$ cat config.mk
export PLATFORM = sky130hd
export DESIGN_NAME = modbus_rtu_frame_builder_core_flat
export DESIGN_NICKNAME = d
export VERILOG_FILES = /design/src/hdl/mrfb_pkg.sv /design/src/hdl/mrfb_if.sv /design/src/hdl/mrfb_front.sv /design/src/hdl/mrfb_queue.sv /design/src/hdl/mrfb_back.sv /design/src/hdl/modbus_rtu_frame_builder_core.sv /design/src/flat_wrapper.sv
export SDC_FILE = /design/constraint.sdc
export NUM_CORES = 1
export LEC_CHECK = 0
export BUFFER_PORTS_ARGS = -buffer_cell sky130_fd_sc_hd__buf_2
export CAP_MARGIN = 20
export CORE_ASPECT_RATIO = 1.75
export CORE_UTILIZATION = 30
export CTS_BUF_LIST = sky130_fd_sc_hd__clkbuf_4
export CTS_CLUSTER_SIZE = 16
export DETAILED_ROUTE_END_ITERATION = 7
export GPL_TIMING_DRIVEN = 0
export PLACE_DENSITY_LB_ADDON = 0.08
export SETUP_SLACK_MARGIN = 0.2
export SYNTH_ARGS = -nofsm -noshare
export SYNTH_HDL_FRONTEND = slang
export SYNTH_SLANG_ARGS = --single-unit
$ cat constraint.sdc
create_clock -name clk -period 2.7 [get_ports clk]
set_clock_uncertainty 0.05 [all_clocks]
set_input_delay 0 -clock clk [delete_from_list [all_inputs] [get_ports clk]]
set_output_delay 0 -clock clk [all_outputs]
set_load 0.05 [all_outputs]
$ cat src/hdl/mrfb_pkg.sv
package mrfb_pkg;

    localparam logic [15:0] CRC_INIT = 16'hFFFF;
    localparam logic [15:0] CRC_POLY = 16'hA001;

    // command queue between front and back
    localparam int QDEPTH = 2;

    // byte slots of one command, sent lowest index first
    localparam int SLOT_ADDR  = 0;
    localparam int SLOT_FUNC  = 1;
    localparam int SLOT_DATA  = 2;
    localparam int SLOT_CRCLO = 3;
    localparam int SLOT_CRCHI = 4;
    localparam int NSLOTS     = 5;

    typedef logic [NSLOTS-1:0] slot_mask_t;

    typedef struct packed {
        logic       start;
        logic [7:0] func;
        logic       emit_data;
        logic [7:0] data;
        logic       last;
        logic       ovf;
    } cmd_t;

    // reflected CRC-16, one byte folded in
    function automatic logic [15:0] crc_fold(input logic [15:0] crc, input logic [7:0] b);
        logic [15:0] c;
        c = crc ^ {8'h00, b};
        for (int i = 0; i < 8; i++)
        begin
            c = c[0] ? ((c >> 1) ^ CRC_POLY) : (c >> 1);
        end
        return c;
    endfunction

endpackage

$ cat src/hdl/mrfb_if.sv
interface mrfb_item_if;
    logic       valid;
    logic       ready;
    logic       frame_start;
    logic [7:0] function_code;
    logic       has_byte;
    logic [7:0] data_byte;
    logic       frame_last;

    modport source (output valid, frame_start, function_code, has_byte, data_byte, frame_last,
                    input ready);
    modport sink   (input valid, frame_start, function_code, has_byte, data_byte, frame_last,
                    output ready);
endinterface

interface mrfb_result_if;
    logic       valid;
    logic       ready;
    logic [7:0] out_byte;
    logic       frame_end;
    logic       overflow;

    modport source (output valid, out_byte, frame_end, overflow, input ready);
    modport sink   (input valid, out_byte, frame_end, overflow, output ready);
endinterface

interface mrfb_cfg_if;
    logic       valid;
    logic       ready;
    logic [7:0] data;

    modport source (output valid, data, input ready);
    modport sink   (input valid, data, output ready);
endinterface

$ cat src/hdl/mrfb_front.sv
module mrfb_front #(
    parameter int MAX_PAYLOAD = 252
) (
    input  logic          clk,
    input  logic          rst_n,
    mrfb_item_if.sink     item,
    output logic          push,
    output mrfb_pkg::cmd_t push_cmd,
    input  logic          full
);
    import mrfb_pkg::*;

    localparam int CntW = $clog2(MAX_PAYLOAD + 1);

    logic [CntW-1:0] cnt_reg, cnt_next, cnt_base;
    logic            ovf_reg, ovf_next, ovf_base, ovf_item;
    logic            take_data;

    assign item.ready = !full;
    assign push       = item.valid && item.ready;

    always_comb
    begin
        cnt_base  = item.frame_start ? '0 : cnt_reg;
        ovf_base  = item.frame_start ? 1'b0 : ovf_reg;
        take_data = item.has_byte && (cnt_base < CntW'(MAX_PAYLOAD));
        // bytes past the limit are dropped and flagged
        ovf_item  = ovf_base | (item.has_byte & ~take_data);

        cnt_next = cnt_reg;
        ovf_next = ovf_reg;
        if (push)
        begin
            if (item.frame_last)
            begin
                cnt_next = '0;
                ovf_next = 1'b0;
            end
            else
            begin
                cnt_next = cnt_base + CntW'(take_data);
                ovf_next = ovf_item;
            end
        end

        push_cmd.start     = item.frame_start;
        push_cmd.func      = item.function_code;
        push_cmd.emit_data = take_data;
        push_cmd.data      = item.data_byte;
        push_cmd.last      = item.frame_last;
        push_cmd.ovf       = ovf_item;
    end

    always_ff @(posedge clk or negedge rst_n)
    begin
        if (!rst_n)
        begin
            cnt_reg <= '0;
            ovf_reg <= 1'b0;
        end
        else
        begin
            cnt_reg <= cnt_next;
            ovf_reg <= ovf_next;
        end
    end

endmodule

$ cat src/hdl/mrfb_queue.sv
module mrfb_queue (
    input  logic           clk,
    input  logic           rst_n,
    input  logic           push,
    input  mrfb_pkg::cmd_t push_cmd,
    output logic           full,
    input  logic           pop,
    output mrfb_pkg::cmd_t head,
    output logic           empty
);
    import mrfb_pkg::*;

    localparam int PtrW = $clog2(QDEPTH);
    localparam int CntW = $clog2(QDEPTH + 1);

    cmd_t            mem [QDEPTH];
    logic [PtrW-1:0] wr_ptr_reg, wr_ptr_next;
    logic [PtrW-1:0] rd_ptr_reg, rd_ptr_next;
    logic [CntW-1:0] count_reg, count_next;

    assign full  = (count_reg == CntW'(QDEPTH));
    assign empty = (count_reg == '0);
    assign head  = mem[rd_ptr_reg];

    always_comb
    begin
        wr_ptr_next = wr_ptr_reg;
        rd_ptr_next = rd_ptr_reg;
        count_next  = count_reg;
        if (push)
        begin
            wr_ptr_next = (wr_ptr_reg == PtrW'(QDEPTH - 1)) ? '0 : wr_ptr_reg + 1'b1;
        end
        if (pop)
        begin
            rd_ptr_next = (rd_ptr_reg == PtrW'(QDEPTH - 1)) ? '0 : rd_ptr_reg + 1'b1;
        end
        if (push && !pop)
        begin
            count_next = count_reg + 1'b1;
        end
        else if (pop && !push)
        begin
            count_next = count_reg - 1'b1;
        end
    end

    always_ff @(posedge clk)
    begin
        if (push)
        begin
            mem[wr_ptr_reg] <= push_cmd;
        end
    end

    always_ff @(posedge clk or negedge rst_n)
    begin
        if (!rst_n)
        begin
            wr_ptr_reg <= '0;
            rd_ptr_reg <= '0;
            count_reg  <= '0;
        end
        else
        begin
            wr_ptr_reg <= wr_ptr_next;
            rd_ptr_reg <= rd_ptr_next;
            count_reg  <= count_next;
        end
    end

endmodule

$ cat src/hdl/mrfb_back.sv
module mrfb_back (
    input  logic           clk,
    input  logic           rst_n,
    input  logic [7:0]     slave_address,
    input  mrfb_pkg::cmd_t head,
    input  logic           empty,
    output logic           pop,
    mrfb_result_if.source  result
);
    import mrfb_pkg::*;

    cmd_t       cur_reg, cur_next;
    slot_mask_t mask_reg, mask_next, mask_left;
    logic [15:0] crc_reg, crc_next;
    logic        ovalid_reg, ovalid_next;
    logic [7:0]  obyte_reg, obyte_next;
    logic        oend_reg, oend_next;
    logic        oovf_reg, oovf_next;
    logic        can_emit, emit;

    assign result.valid     = ovalid_reg;
    assign result.out_byte  = obyte_reg;
    assign result.frame_end = oend_reg;
    assign result.overflow  = oovf_reg;

    always_comb
    begin
        can_emit    = !ovalid_reg || result.ready;
        emit        = can_emit && (mask_reg != '0);
        mask_left   = mask_reg;
        crc_next    = crc_reg;
        ovalid_next = ovalid_reg && !result.ready;
        obyte_next  = obyte_reg;
        oend_next   = oend_reg;
        oovf_next   = oovf_reg;

        if (emit)
        begin
            ovalid_next = 1'b1;
            oend_next   = 1'b0;
            oovf_next   = cur_reg.ovf;
            priority if (mask_reg[SLOT_ADDR])
            begin
                // address opens the frame: checksum restarts here
                obyte_next           = slave_address;
                oovf_next            = 1'b0;
                crc_next             = crc_fold(CRC_INIT, slave_address);
                mask_left[SLOT_ADDR] = 1'b0;
            end
            else if (mask_reg[SLOT_FUNC])
            begin
                obyte_next           = cur_reg.func;
                oovf_next            = 1'b0;
                crc_next             = crc_fold(crc_reg, cur_reg.func);
                mask_left[SLOT_FUNC] = 1'b0;
            end
            else if (mask_reg[SLOT_DATA])
            begin
                obyte_next           = cur_reg.data;
                crc_next             = crc_fold(crc_reg, cur_reg.data);
                mask_left[SLOT_DATA] = 1'b0;
            end
            else if (mask_reg[SLOT_CRCLO])
            begin
                obyte_next            = crc_reg[7:0];
                mask_left[SLOT_CRCLO] = 1'b0;
            end
            else
            begin
                obyte_next            = crc_reg[15:8];
                oend_next             = 1'b1;
                crc_next              = CRC_INIT;
                mask_left[SLOT_CRCHI] = 1'b0;
            end
        end

        // next request loads as the current one sends its final byte
        pop       = (mask_left == '0) && !empty;
        mask_next = mask_left;
        cur_next  = cur_reg;
        if (pop)
        begin
            cur_next              = head;
            mask_next[SLOT_ADDR]  = head.start;
            mask_next[SLOT_FUNC]  = head.start;
            mask_next[SLOT_DATA]  = head.emit_data;
            mask_next[SLOT_CRCLO] = head.last;
            mask_next[SLOT_CRCHI] = head.last;
        end
    end

    always_ff @(posedge clk)
    begin
        cur_reg   <= cur_next;
        obyte_reg <= obyte_next;
        oend_reg  <= oend_next;
        oovf_reg  <= oovf_next;
    end

    always_ff @(posedge clk or negedge rst_n)
    begin
        if (!rst_n)
        begin
            mask_reg   <= '0;
            crc_reg    <= CRC_INIT;
            ovalid_reg <= 1'b0;
        end
        else
        begin
            mask_reg   <= mask_next;
            crc_reg    <= crc_next;
            ovalid_reg <= ovalid_next;
        end
    end

endmodule

$ cat src/hdl/modbus_rtu_frame_builder_core.sv
// A request passes through the command queue and the back-end command register before its first
// byte is registered onto result. The back end sends one frame byte per cycle while result is
// ready; a request produces up to five bytes, or none.
// The front takes a request per cycle while the two-entry command queue has room.
// Reset (rst_n low, asynchronous): queue emptied, CRC 0xFFFF, counts cleared,
// slave address 1.
module modbus_rtu_frame_builder_core #(
    parameter int MAX_PAYLOAD = 252
) (
    input  logic          clk,
    input  logic          rst_n,
    mrfb_item_if.sink     item,
    mrfb_result_if.source result,
    mrfb_cfg_if.sink      cfg
);
    import mrfb_pkg::*;

    logic [7:0] slave_addr_reg, slave_addr_next;
    logic       push, pop, full, empty;
    cmd_t       push_cmd, head;

    assign cfg.ready       = 1'b1;
    assign slave_addr_next = (cfg.valid && cfg.ready) ? cfg.data : slave_addr_reg;

    always_ff @(posedge clk or negedge rst_n)
    begin
        if (!rst_n)
        begin
            slave_addr_reg <= 8'd1;
        end
        else
        begin
            slave_addr_reg <= slave_addr_next;
        end
    end

    mrfb_front #(
        .MAX_PAYLOAD(MAX_PAYLOAD)
    ) u_front (
        .clk      (clk),
        .rst_n    (rst_n),
        .item     (item),
        .push     (push),
        .push_cmd (push_cmd),
        .full     (full)
    );

    mrfb_queue u_queue (
        .clk      (clk),
        .rst_n    (rst_n),
        .push     (push),
        .push_cmd (push_cmd),
        .full     (full),
        .pop      (pop),
        .head     (head),
        .empty    (empty)
    );

    mrfb_back u_back (
        .clk           (clk),
        .rst_n         (rst_n),
        .slave_address (slave_addr_reg),
        .head          (head),
        .empty         (empty),
        .pop           (pop),
        .result        (result)
    );

endmodule

$ cat src/flat_wrapper.sv
// flat-port wrapper written by rule: the top's interface ports become plain ports
module modbus_rtu_frame_builder_core_flat import mrfb_pkg::*;
#(
    parameter int MAX_PAYLOAD = 252
)
  (clk, rst_n, item_valid, item_frame_start, item_function_code, item_has_byte, item_data_byte, item_frame_last, item_ready, result_valid, result_out_byte, result_frame_end, result_overflow, result_ready, cfg_valid, cfg_data, cfg_ready);
  mrfb_item_if item_i ();
  mrfb_result_if result_i ();
  mrfb_cfg_if cfg_i ();
  input  logic clk;
  input  logic rst_n;
  input wire logic [$bits(item_i.valid)-1:0] item_valid;
  input wire logic [$bits(item_i.frame_start)-1:0] item_frame_start;
  input wire logic [$bits(item_i.function_code)-1:0] item_function_code;
  input wire logic [$bits(item_i.has_byte)-1:0] item_has_byte;
  input wire logic [$bits(item_i.data_byte)-1:0] item_data_byte;
  input wire logic [$bits(item_i.frame_last)-1:0] item_frame_last;
  output wire logic [$bits(item_i.ready)-1:0] item_ready;
  output wire logic [$bits(result_i.valid)-1:0] result_valid;
  output wire logic [$bits(result_i.out_byte)-1:0] result_out_byte;
  output wire logic [$bits(result_i.frame_end)-1:0] result_frame_end;
  output wire logic [$bits(result_i.overflow)-1:0] result_overflow;
  input wire logic [$bits(result_i.ready)-1:0] result_ready;
  input wire logic [$bits(cfg_i.valid)-1:0] cfg_valid;
  input wire logic [$bits(cfg_i.data)-1:0] cfg_data;
  output wire logic [$bits(cfg_i.ready)-1:0] cfg_ready;
  assign item_i.valid = item_valid;
  assign item_i.frame_start = item_frame_start;
  assign item_i.function_code = item_function_code;
  assign item_i.has_byte = item_has_byte;
  assign item_i.data_byte = item_data_byte;
  assign item_i.frame_last = item_frame_last;
  assign item_ready = item_i.ready;
  assign result_valid = result_i.valid;
  assign result_out_byte = result_i.out_byte;
  assign result_frame_end = result_i.frame_end;
  assign result_overflow = result_i.overflow;
  assign result_i.ready = result_ready;
  assign cfg_i.valid = cfg_valid;
  assign cfg_i.data = cfg_data;
  assign cfg_ready = cfg_i.ready;
  modbus_rtu_frame_builder_core #(.MAX_PAYLOAD(MAX_PAYLOAD)) u_core (.clk(clk), .rst_n(rst_n), .item(item_i), .result(result_i), .cfg(cfg_i));
endmodule
==> out/metrics.cfg <==
[clock_tree]
cts_sinks=110
cts_inserted_buffers=9
ctsHtreeMaxLevel=3
cts_tree=built
cts_buffer_depth=2
clock_latency_ns=0.46
clk_root_buffer_cell=clkbuf_4
path_clk_slew_ns=0.16

[sta]
finalSetupTns_ns=0
fmax_mhz=409
finalHoldViolations=0
layout_worst_path_cycle_share=0.905
rsz0062_at_grt=true
relSlewSlack=0.329
post-route-min-period_ns=2.44
slew_violations=0
tightest_slew_ns=1.01
finalSetupViolations=0

[floorplan]
initial_utilization=0.309
die_h_um=180
ioPinCount=45
num_rows=64
chipWidth_um=104
die_area_mm2=0.0186
core_mm2=0.0175

[worst_setup_path]
crit_arrival_ns=2.79
max_stage_delay_ns=0.45
ff2ff_path_depth=10
endpoint_kind=flip-flop
crit_family=simple AND/OR/NAND/NOR gates
r2r_slack_ns=0.26
r2r-end=u_core.u_queue.count_reg[1]
startpoint_type=flip-flop
required_ns=3.05
r2r-start=u_core.u_back.result.valid
worst-setup-path-type=reg2reg
path_max_fanout=4
critical_path.cell_chain=nand2b_2 > nand2b_1 > or3_4 > maj3_1 > nor2_1 > nand2_2 > ha_1 > xor2_1 > nor2_1 > xor2_1
cp_slowest_cell=dfrtp_2
crit_buf_inv=0

[route]
ant_nets=0
wl_per_cell_um=18.1
wl_met3_um=384
wl_met2_um=8050
vias_per_cell=4.71
drt-met1-wl_um=4990
top_layer_used=met4
vias=3703
drt-pass1-iter-count=4
drc=0
drt_iter0_markers=85
routed_wl_um=14200

[synthesis]
ys_warn_count=0
ys.flop_type=edfxtp_1
synth-seq-area-share=0.574
ys_types=52
ys_ff_latch=110
async_reset_ff_frac=0.391
syn_nets=489
synth-edff-count=67
synthesis.area_mm2=0.00541
syn_avg_cell_area_um2=11.9
syn_inst=454

[global_routing]
first_global_vias=3903
grt_start_max_net_pins=27
track_usage=0.160
overflow=0
antenna_found_initial=1
grt_pass1_wl_um=22100

[finish]
n_fill_cell=1746
final_common_cell=edfxtp_1
largest_reg_flops=40
final_cell_mix=67 x edfxtp_1, 44 x buf_2, 43 x nand2_1
drive_gt1_frac=0.240
syn_to_final_growth_pct=21.2
final_nets=584

[hold_path]
hold_depth=5
min_from=item_valid
hp-class=in2reg
hold-path-endpoint=u_core.u_front.cnt_reg[5]

[placement]
dp_hpwl_um=10800
place_congestion=0.856
port_buffers=42

[run_status]
status=finished clean

[run]
max_cap_violations=0

worst max path at each step:
stage / start / end / depth (start not counted)
4_1_cts: u_core.u_back.result.valid / u_core.u_queue.count_reg[1] / 10
5_1_grt: u_core.u_back.result.valid / u_core.u_queue.count_reg[1] / 10
3_5_place_dp: u_core.u_back.mask_reg[3] / u_core.u_back.result.out_byte[2] / 4
6_report: u_core.u_back.result.valid / u_core.u_queue.count_reg[1] / 10
2_1_floorplan: u_core.u_back.result.valid / u_core.u_queue.count_reg[1] / 10
3_3_place_gp: u_core.u_back.result.valid / u_core.u_queue.count_reg[1] / 10
layer usage:
metal  GRT usage  vias up
li1            -     1804
met4       0.110        0
met2       0.314       74
met5           0        -
met3      0.0247       32
met1       0.148     1793
cell usage after synthesis, drive strengths merged, types with 3 or more instances:
master / number / area (um2)
o31ai: 4 / 30.0
buf: 11 / 51.3
dfrtp: 26 / 651
o21ai: 35 / 179
nand2b: 4 / 25.0
ha: 3 / 37.5
o22ai: 3 / 18.8
mux2: 25 / 282
nor3: 6 / 30.0
nand3b: 3 / 22.5
a21oi: 26 / 130
a221oi: 7 / 67.6
nor2: 36 / 135
nand2: 44 / 165
dfstp: 17 / 447
a31oi: 4 / 25.0
clkbuf: 14 / 52.6
and3: 4 / 25.0
inv: 8 / 30.0
edfxtp: 67 / 2010
xor2: 14 / 130
mux2i: 12 / 120
xnor2: 45 / 439
nor2b: 8 / 50.1
nand4: 3 / 18.8
cells by family (layout without fill, tap and decap cells):
kind of cell | after synthesis | count (layout) | synth area share
buffers and inverters | 34 | 134 | 0.0254
AND/OR/NAND/NOR | 117 | 117 | 0.0976
flip-flops | 110 | 110 | 0.574
multiplexers | 37 | 37 | 0.0742
other | 1 | 2 | 0.000693
XOR/XNOR | 62 | 62 | 0.118
AO/OA/AOI/OAI | 89 | 89 | 0.101
adder cells (fa/ha/maj) | 4 | 4 | 0.00878
final cells by class:
type	instances	area (um2)	area share
inverters	9	37.5	0.00572
flip-flops and latches	110	3110	0.474
diodes	1	2.50	0.000382
plain buffers	24	103	0.0156
clock inverters	5	60.1	0.00916
multi-input cells	310	2210	0.337
well taps	231	289	0.0441
repair buffers	85	666	0.101
clock buffers	11	82.6	0.0126
metrics by stage:
step | utilization | hold slack, ns | cell area, um2 | cells | setup slack, ns
floorplan | - | -0.346 | 5420 | 454 | 0.252
global placement | 0.338 | 0.140 | 5920 | 727 | 0.0873
detailed placement | 0.339 | -0.0418 | 5940 | 728 | 0.0426
CTS | 0.370 | 0.0158 | 6480 | 783 | 0.229
global route | 0.374 | 0.0420 | 6560 | 786 | 0.120
finish | 0.374 | 0.0511 | 6560 | 786 | 0.257
worst min-delay path, stage by stage:
cell and delay [ns]:
buf_2 0.10, nand2_1 0.18, nor2_1 0.06, mux2i_1 0.12
o21ai_0 0.08
timing repair:
| action | CTS | global route |
|---|---|---|
| buffers inserted | 1 | 3 |
| pin swaps | 0 | 1 |
| setup endpoints to repair | 34 | 34 |
| hold buffers | 38 | 0 |
| gates cloned | 0 | 0 |
| hold endpoints to repair | 92 | 0 |
| resized for setup | 4 | 7 |
Power is left out: the tool's default activity adds up to more than one toggle a clock period on the data nets, which glitch-free logic cannot reach.
